### src/firlp_pkg.sv
// shared constants, types and coefficient table for the 17-tap low-pass fir
package firlp_pkg;

  localparam int TAPS       = 17;
  localparam int COEF_COUNT = 17;
  localparam int SAMPLE_W   = 16;
  localparam int COEF_W     = 16;
  localparam int PROD_W     = SAMPLE_W + COEF_W;
  localparam int ACC_W      = 40;
  localparam int Q_SHIFT    = 15;

  // history entries; one spare entry keeps the line nonempty for a single tap
  localparam int DELAY_DEPTH = (TAPS > 1) ? TAPS - 1 : 1;
  localparam int DELAY_IDX_W = (DELAY_DEPTH > 1) ? $clog2(DELAY_DEPTH) : 1;
  localparam int TAP_CNT_W   = $clog2(TAPS + 1);

  typedef logic signed [SAMPLE_W-1:0] sample_t;
  typedef logic signed [COEF_W-1:0]   coef_t;
  typedef logic signed [PROD_W-1:0]   prod_t;
  typedef logic signed [ACC_W-1:0]    acc_t;
  typedef logic [TAP_CNT_W-1:0]       tap_cnt_t;

  localparam acc_t SAT_HI    = ACC_W'(32767);
  localparam acc_t SAT_LO    = -ACC_W'(32768);
  localparam acc_t ROUND_NEG = ACC_W'((2 ** Q_SHIFT) - 1);

  // control from the sequencer to the multiply-accumulate unit
  typedef struct packed {
    logic clr;
    logic en;
  } mac_ctrl_t;

  // q1.15 coefficients; taps past the table have weight zero
  function automatic coef_t coef_at(input tap_cnt_t k);
    coef_t c;
    case (int'(k))
      0:       c = -16'sd72;
      1:       c = 16'sd758;
      2:       c = 16'sd1127;
      3:       c = 16'sd1770;
      4:       c = 16'sd2494;
      5:       c = 16'sd3202;
      6:       c = 16'sd3799;
      7:       c = 16'sd4198;
      8:       c = 16'sd4338;
      9:       c = 16'sd4198;
      10:      c = 16'sd3799;
      11:      c = 16'sd3202;
      12:      c = 16'sd2494;
      13:      c = 16'sd1770;
      14:      c = 16'sd1127;
      15:      c = 16'sd758;
      16:      c = -16'sd72;
      default: c = '0;
    endcase
    return c;
  endfunction

endpackage

### src/fir_lowpass_17tap_unit.sv
// top level of the 17-tap symmetric low-pass fir for 16-bit audio
//
// usage:
//   input stream (s_tvalid / s_tready / s_tdata) carries one signed 16-bit
//   sample per transaction; output stream (m_tvalid / m_tready / m_tdata)
//   carries one signed 16-bit filtered sample per input sample, in order.
// sequencing:
//   one shared multiply-accumulate unit handles one tap per cycle; a
//   sample passes through the mac loop, one step per tap, and then the
//   truncate and saturate step, which writes the output register that
//   drives m_tvalid. a new sample is taken only after the last one has
//   finished, and only while the output side keeps up.
// reset:
//   rst (synchronous, active high) clears the 16-entry history to zeros,
//   empties the output register and returns the sequencer to idle.
// stall:
//   the finished result sits in the output register until taken; if an
//   older result still waits there, the next one holds in the final step
//   and the history is not shifted until it moves out. s_tready stays low
//   while a sample is in work.
module fir_lowpass_17tap_unit
  import firlp_pkg::*;
(
  input  logic           clk,
  input  logic           rst,
  input  logic           s_tvalid,
  output logic           s_tready,
  input  logic signed [15:0] s_tdata,   // [15:0] sample_in
  output logic           m_tvalid,
  input  logic           m_tready,
  output logic signed [15:0] m_tdata    // [15:0] sample_out
);

  localparam logic [1:0] ST_IDLE = 2'd0;
  localparam logic [1:0] ST_MAC  = 2'd1;
  localparam logic [1:0] ST_FIN  = 2'd2;

  logic [1:0] state;
  logic [1:0] state_next;
  tap_cnt_t   tap;
  tap_cnt_t   tap_next;
  sample_t    x_cur;
  sample_t    delay_line [DELAY_DEPTH];

  mac_ctrl_t  mac_ctrl;
  coef_t      mac_coef;
  sample_t    mac_sample;
  acc_t       acc;

  logic [TAP_CNT_W-1:0]   tap_prev;
  logic [DELAY_IDX_W-1:0] hist_idx;
  acc_t                   biased;
  acc_t                   shifted;
  sample_t                y;

  logic in_take;
  logic out_free;
  logic finish;

  assign s_tready = (state == ST_IDLE);
  assign in_take  = s_tvalid && s_tready;
  assign out_free = !m_tvalid || m_tready;
  assign finish   = (state == ST_FIN) && out_free;

  // tap 0 is the new sample, tap k reads history entry k-1
  assign tap_prev   = tap - TAP_CNT_W'(1);
  assign hist_idx   = tap_prev[DELAY_IDX_W-1:0];
  assign mac_coef   = coef_at(tap);
  assign mac_sample = (tap == '0) ? x_cur : delay_line[hist_idx];

  assign mac_ctrl.clr = in_take;
  assign mac_ctrl.en  = (state == ST_MAC);

  firlp_mac u_mac (
    .clk    (clk),
    .ctrl   (mac_ctrl),
    .coef   (mac_coef),
    .sample (mac_sample),
    .acc    (acc)
  );

  // truncate toward zero: bias negatives before the arithmetic shift
  always_comb begin
    biased  = acc + (acc[ACC_W-1] ? ROUND_NEG : '0);
    shifted = biased >>> Q_SHIFT;
    if (shifted > SAT_HI) begin
      y = SAMPLE_W'(SAT_HI);
    end else if (shifted < SAT_LO) begin
      y = SAMPLE_W'(SAT_LO);
    end else begin
      y = shifted[SAMPLE_W-1:0];
    end
  end

  // sequencer
  always_comb begin
    state_next = state;
    tap_next   = tap;
    case (state)
      ST_IDLE: begin
        if (in_take) begin
          state_next = ST_MAC;
          tap_next   = '0;
        end
      end
      ST_MAC: begin
        tap_next = tap + TAP_CNT_W'(1);
        if (tap == TAP_CNT_W'(TAPS - 1)) begin
          state_next = ST_FIN;
        end
      end
      ST_FIN: begin
        if (out_free) begin
          state_next = ST_IDLE;
        end
      end
      default: begin
        state_next = ST_IDLE;
      end
    endcase
  end

  always_ff @(posedge clk) begin
    if (rst) begin
      state <= ST_IDLE;
      tap   <= '0;
    end else begin
      state <= state_next;
      tap   <= tap_next;
    end
  end

  always_ff @(posedge clk) begin
    if (in_take) begin
      x_cur <= s_tdata;
    end
  end

  // history shifts only once the result is committed
  always_ff @(posedge clk) begin
    if (rst) begin
      for (int i = 0; i < DELAY_DEPTH; i++) begin
        delay_line[i] <= '0;
      end
    end else if (finish && (TAPS > 1)) begin
      for (int i = DELAY_DEPTH - 1; i > 0; i--) begin
        delay_line[i] <= delay_line[i-1];
      end
      delay_line[0] <= x_cur;
    end
  end

  // output register
  always_ff @(posedge clk) begin
    if (rst) begin
      m_tvalid <= 1'b0;
    end else if (finish) begin
      m_tvalid <= 1'b1;
    end else if (m_tready) begin
      m_tvalid <= 1'b0;
    end
  end

  always_ff @(posedge clk) begin
    if (finish) begin
      m_tdata <= y;
    end
  end

endmodule

### src/firlp_mac.sv
// shared multiply-accumulate unit with a 40-bit exact accumulator
module firlp_mac
  import firlp_pkg::*;
(
  input  logic      clk,
  input  mac_ctrl_t ctrl,
  input  coef_t     coef,
  input  sample_t   sample,
  output acc_t      acc
);

  prod_t prod;
  acc_t  acc_next;

  assign prod = coef * sample;

  always_comb begin
    acc_next = acc;
    if (ctrl.clr) begin
      acc_next = '0;
    end else if (ctrl.en) begin
      acc_next = acc + ACC_W'(prod);
    end
  end

  always_ff @(posedge clk) begin
    acc <= acc_next;
  end

endmodule

### config.mk
export PLATFORM = sky130hd
export DESIGN_NAME = fir_lowpass_17tap_unit
export DESIGN_NICKNAME = d
export VERILOG_FILES = /design/src/firlp_pkg.sv /design/src/fir_lowpass_17tap_unit.sv /design/src/firlp_mac.sv
export SDC_FILE = /design/constraint.sdc
export NUM_CORES = 1
export LEC_CHECK = 0
export BUFFER_PORTS_ARGS = -buffer_cell sky130_fd_sc_hd__buf_2
export CAP_MARGIN = 20
export CORE_ASPECT_RATIO = 1.5
export CORE_MARGIN = 2
export CORE_UTILIZATION = 45
export CTS_BUF_LIST = sky130_fd_sc_hd__clkbuf_8 sky130_fd_sc_hd__clkbuf_16
export CTS_CLUSTER_SIZE = 28
export DETAILED_ROUTE_END_ITERATION = 10
export PLACE_DENSITY = 0.62
export SYNTH_ARGS = -nofsm -noshare
export SYNTH_HDL_FRONTEND = slang
export SYNTH_SLANG_ARGS = --single-unit
### constraint.sdc
create_clock -name clk -period 23.4 [get_ports clk]
set_input_delay 0 -clock clk [delete_from_list [all_inputs] [get_ports clk]]
set_output_delay 0 -clock clk [all_outputs]
set_load 0.02 [all_outputs]
### Yosys cells after proc, flatten, opt, wreduce, memory -nomap -nowiden

Memories as Yosys holds them, arrays and structs flattened. A register that Yosys moved wholly into a read port is not among the register bits.
Index checks and enable logic that the tools add are counted.

| cells by class | value |
|---|---|
| add/subtract/negate cells | 4 |
| $mul | 1 |
| magnitude comparators | 2 |
| eq/ne operators | 6 |
| multiplexer cells | 34 |
| bitwise operators | 16 |
| reductions and logical operators | 10 |

Operator list:

| operator | count |
|---|---|
| two-way mux 16 bit | 18 |
| adder 40 x 15 -> 40 bit | 1 |
| adder 40 x 32 -> 40 bit | 1 |
| multiplier 16 x 16 -> 32 bit | 1 |
| > comparator 25 x 16 -> 1 bit, second input constant | 1 |
| less-than comparator 25 x 16 -> 1 bit, second input constant | 1 |
| bitwise OR 1 bit | 16 |
| two-way mux 15 bit | 1 |
| two-way mux 5 bit | 3 |
| case mux 5 bit (2 select lines) | 1 |
| two-way mux 1 bit | 7 |
| two-way mux 2 bit | 3 |
| case mux 2 bit (3 select lines) | 1 |
| adder 5 x 1 -> 5 bit, second input constant | 1 |
| == test 5 bit, second input constant | 1 |
| logical NOT 5 bit | 1 |
| != test 2 x 1 -> 1 bit, second input constant | 2 |
| nonzero test 2 bit | 2 |
| subtractor 4 x 1 -> 4 bit, second input constant | 1 |
| AND reduction 3 bit | 1 |
| == test 2 x 1 -> 1 bit, second input constant | 1 |
| == test 2 bit, second input constant | 1 |
| logical AND 1 bit | 2 |
| logical NOT 2 bit | 1 |
| other kinds (4) | 4 |

| storage, ports and cells | value |
|---|---|
| flip-flop bits (word level) | 80 |
| bits in writable memories | 256 |
| memory bits (read-only) | 512 |
| input bits | 20 |
| output and inout port bits | 18 |
| word-level logic and storage cells | 81 |
| memories | 2 |

Memory list:

| memory | words | width | read ports | clocked after Yosys merged registers in | wr ports | RTL line | source |
|---|---|---|---|---|---|---|---|
| (name not given) | 32 | 16 | 1 | 1 | 0 | firlp_pkg.sv:36 | `case (int'(k))` |
| delay_line | 16 | 16 | 16 | 0 | 16 | fir_lowpass_17tap_unit.sv:43 | `sample_t delay_line [DELAY_DEPTH];` |

### Depth between registers and ports, before layout

| depth | value |
|---|---|
| depth in word-level cells | 7 |
| mapped depth | 39 |
| depth with buffers taken out | 30 |

### Hierarchy

From an unflattened synthesis, not the netlist that was laid out.

| second synthesis, totals | value |
|---|---|
| cells, all modules | 2503 |
| area total of the unflattened synthesis | 28438.5 um^2 |

Modules (own cells, without submodules):

| module | times used | cells each | area each (um^2) | sequential area each (um^2) |
|---|---|---|---|---|
| fir_lowpass_17tap_unit | 1 | 1034 | 14736.6 | 9088.7 |
| firlp_mac | 1 | 1469 | 13701.9 | 800.8 |

### Worst setup path before layout

Ideal clock, no wire load.

| path | value |
|---|---|
| path kind | register to register |
| start | reg tap[0] |
| end | reg u_mac.acc[36] |
| setup time | 117 ps |
| arrival | 8905 ps |
| required time | 23283 ps |
| path slack | 14377 ps |
| cell stages (with the launch flop) | 36 |
| buffers on the path | 8 |
| clock period less this slack | 9023 ps |
| path through | dfxtp_1 buf_2 buf_6 buf_2 buf_2 inv_1 ha_1 buf_6 buf_4 buf_4 mux4_2 mux2i_1 a211oi_1 a21oi_1 clkbuf_1 nand2b_1 fa_1 fa_1 inv_1 fa_1 inv_1 fa_1 inv_1 fa_1 inv_1 fa_1 inv_1 ha_1 nand2_1 nor3_1 a21o_1 a311oi_2 a21oi_1 o21a_1 or3_1 a32o_1 |

| between the ends | value |
|---|---|
| cells in the longest elaborated chain, start to end | 5 |
| elaborated cells between the ends (all ways) | 6 |
| classes of those cells | add/sub: 2; mul: 1; mux: 1; reduce/logical: 1; memory: 1 |

RTL lines:

| what | RTL line | source |
|---|---|---|
| start, declared | fir_lowpass_17tap_unit.sv:40 | `tap_cnt_t tap;` |
| start signal, assigned | fir_lowpass_17tap_unit.sv:129 | `tap <= tap_next;` |
| subtractor 4 x 1 -> 4 bit | fir_lowpass_17tap_unit.sv:66 | `assign tap_prev = tap - TAP_CNT_W'(1);` |
| memory (16 x 16 bit) | n/a |  |
| two-way mux 16 bit * | fir_lowpass_17tap_unit.sv:69 | `assign mac_sample = (tap == '0) ? x_cur : delay_line[hist_idx];` |
| multiplier 16 x 16 -> 32 bit * | firlp_mac.sv:15 | `assign prod = coef * sample;` |
| adder 40 x 32 -> 40 bit * | firlp_mac.sv:22 | `acc_next = acc + ACC_W'(prod);` |
| end signal, assigned | firlp_mac.sv:27 | `acc <= acc_next;` |
| end, declared | firlp_mac.sv:9 | `output acc_t acc` |

Mark *: on every way between the ends. The rest lies on a longest branch, timed or not.
A chain may end at the register's enable or synchronous reset.

### Final worst setup path

Ends and elaborated chain as after synthesis.

==> impl_metrics.tcl <==
set metrics [dict create \
    fin_crit_sh_pct 43.0 \
    avgSynthCellArea_um2 11.6 \
    wl_um 58100 \
    cts.repair.resized 0 \
    dp_hpwl_um 43200 \
    fmax_ghz 0.0995 \
    grt_pass1_wl_um 96800 \
    coreArea_mm2 0.0600 \
    cts_sinks 350 \
    tightest_slew_ps 1150 \
    io_buffers 37 \
    die_x_um 205 \
    required_ps 23870 \
    firstDrtPassIters 4 \
    grt_pass1_vias 18300 \
    drt-vias-per-instance 5.22 \
    vias 16600 \
    crit_top_cell "fa_1" \
    ys_seq_elements 350 \
    start_kind "register" \
    critPathKind "reg2reg" \
    remaining_drc_errors 0 \
    slew_headroom_pct 23.6 \
    yosysWarnings 0 \
    drive_above_1_share_pct 8.63 \
    cp_top_family "adder cells" \
    cp_slowest_cell "ha_4" \
    nets 2839 \
    antenna_found_initial 0 \
    syn_inst 2357 \
    finalSetupViolations 0 \
    overflow 0 \
    die_area_mm2 0.0628 \
    track_usage_pct 19.5 \
    initial_utilization_pct 45.6 \
    worst_clock_skew_ps 30.0 \
    cts_buffer_depth 3 \
    cts_root_buffer "clkbuf_16" \
    ys_seq_area_share_pct 36.2 \
    grt_start_max_net_pins 194 \
    slowest_delay_ps 730 \
    clock_latency_ps 580 \
    period_minus_slack_ps 10050 \
    syn_area_mm2 0.0273 \
    syn_to_final_growth_pct 8.50 \
    synth_cell_types 75 \
    arrival_ps 10520 \
    critPathCaptureType "register" \
    cap_violations 0 \
    place_congestion 0.877 \
    row_count 110 \
    htreeDepth 2 \
    slew_viol_final 0 \
    pin_count 38 \
    synth-async-reset-ratio_pct 0 \
    dieHeight_um 306 \
    syn_nets 2824 \
    ant_nets 0 \
    ys.flop_type "edfxtp_1" \
    outcome "completed" \
    numCtsBuffers 37 \
    worstHoldPathType "in2reg" \
    rsz0062_at_grt "no" \
    cts_tree "done" \
    path_clk_slew_ps 70 \
    crit_path_max_fanout 35 \
    synth_edf_count 288 \
    wl_per_cell_um 18.3 \
    drtIter0Drc 812 \
    critical_path_buf_inv_count 6 \
    num_antenna_cells 0 \
    hold_viol_final 0 \
    tns_ps 0 \
]
==> worst paths after layout <==
check,from,slack (ps),cells past startpoint,end
max,tap[0],13350,28,u_mac.acc[36]
max reg2reg,tap[0],13350,28,u_mac.acc[36]
min,s_tdata[6],160,2,x_cur[6]
min reg2reg,u_mac.acc[11],500,2,u_mac.acc[11]
==> synthesized netlist by cell type, types with 5 or more instances <==
library cell	number	area, µm²
a32o_1	6	60.1
a22o_1	6	52.6
nor2b_1	113	707
or2_2	6	37.5
xor2_1	18	158
buf_2	25	125
ha_1	138	1730
and2_1	280	1750
mux4_1	5	131
a211oi_1	26	195
mux2_2	7	78.8
inv_1	373	1400
o31ai_1	6	45.0
buf_1	5	18.8
dfxtp_1	62	1240
o22ai_1	6	37.5
fa_1	309	6190
nand2b_1	38	238
a211o_1	5	43.8
nand4_1	8	50.1
mux4_2	60	1350
edfxtp_1	288	8650
mux2i_1	20	200
xnor2_1	32	280
nor3_1	9	45.0
nor2_1	67	251
o21ai_0	71	355
clkbuf_1	71	267
nand3_1	20	100
o21bai_1	6	45.0
a21o_1	21	158
a21oi_1	54	270
nand2_1	126	473
==> worst register-to-register path, delay by kind of cell (launching register included) <==
| kind | cells | cell delay (ps) |
|---|---|---|
| adder cells (fa/ha/maj) | 8 | 4280 |
| flip-flops | 1 | 690 |
| buffers and inverters | 6 | 1760 |
| AND/OR/NAND/NOR | 5 | 890 |
| multiplexers | 1 | 640 |
| AO/OA/AOI/OAI | 8 | 1710 |
==> layout by cell type (no fill, tap or decap), types with 5 or more instances in the layout <==
| cell | instances |
|---|---|
| nand3_1 | 20 |
| buf_4 | 25 |
| edfxtp_1 | 288 |
| mux2i_1 | 20 |
| o21bai_1 | 5 |
| mux4_2 | 60 |
| xor2_1 | 17 |
| fa_1 | 309 |
| nand4_1 | 8 |
| or2_2 | 6 |
| a211o_1 | 5 |
| clkbuf_16 | 37 |
| a21oi_1 | 54 |
| nand2_1 | 126 |
| nor3_1 | 9 |
| nor2b_1 | 112 |
| nor2_1 | 66 |
| a32o_1 | 6 |
| dlygate4sd3_1 | 20 |
| o22ai_1 | 6 |
| dfxtp_1 | 61 |
| buf_2 | 37 |
| mux4_1 | 5 |
| ha_1 | 137 |
| o21ai_0 | 68 |
| mux2_2 | 7 |
| nand2b_1 | 37 |
| a21o_1 | 21 |
| xnor2_1 | 32 |
| and2_1 | 280 |
| a22o_1 | 6 |
| a211oi_1 | 26 |
| o31ai_1 | 6 |
| inv_1 | 389 |
==> through the flow <==
stage	setup slack, ps	cells	hold slack [ps]	area, µm²	util, %
final	13350	3184	156	29700	49.4
after global routing	12660	3184	153	29700	49.4
after CTS	13130	3182	133	29600	49.4
after detailed placement	13110	3095	178	28300	47.2
after global placement	13390	3095	179	28300	47.2
after floorplan	14380	2357	98.9	27300	-
==> cells by family (layout without fill, tap and decap cells) <==
kind of cell | after synthesis | count (layout) | share of synthesized area [%]
XOR/XNOR | 51 | 51 | 1.66
multiplexers | 93 | 93 | 6.53
AND/OR/NAND/NOR | 689 | 689 | 14.0
buffers and inverters | 481 | 524 | 6.82
flip-flops | 350 | 350 | 36.2
AO/OA/AOI/OAI | 246 | 246 | 5.86
adder cells (fa/ha/maj) | 447 | 447 | 28.9
==> registers in the layout (all words and copies together), names as in the netlist <==
signal / flops
m_tvalid: 1
u_mac.acc: 40
x_cur: 16
tap: 5
state: 2
delay_line: 256
m_tdata: 16
mac_coef: 14
==> layout make-up <==
cell class / instances / area (µm²)
fill: 5480 / 30300
clock inverter: 27 / 153
tap: 784 / 981
timing repair buffer: 83 / 593
multi-input combinational: 1526 / 15700
clock buffer: 40 / 967
sequential: 350 / 9890
inverter: 374 / 1400
==> layer usage <==
metal | wire [µm] | up-vias | track usage [%]
li1 | - | 7759 | -
met1 | 24000 | 8510 | 23.6
met2 | 30800 | 226 | 35.7
met3 | 1400 | 114 | 2.19
met4 | 1880 | 0 | 6.39
met5 | 0 | - | 0
==> timing repair <==
action                                 4_1_cts  5_1_grt
hold buffers                                20        0
endpoints found under the hold margin       25        0
setup endpoints to repair                    0        0
setup buffers                                0        0
Power is left out: the tool's default activity adds up to more than one toggle a clock period on the data nets, which glitch-free logic cannot reach.
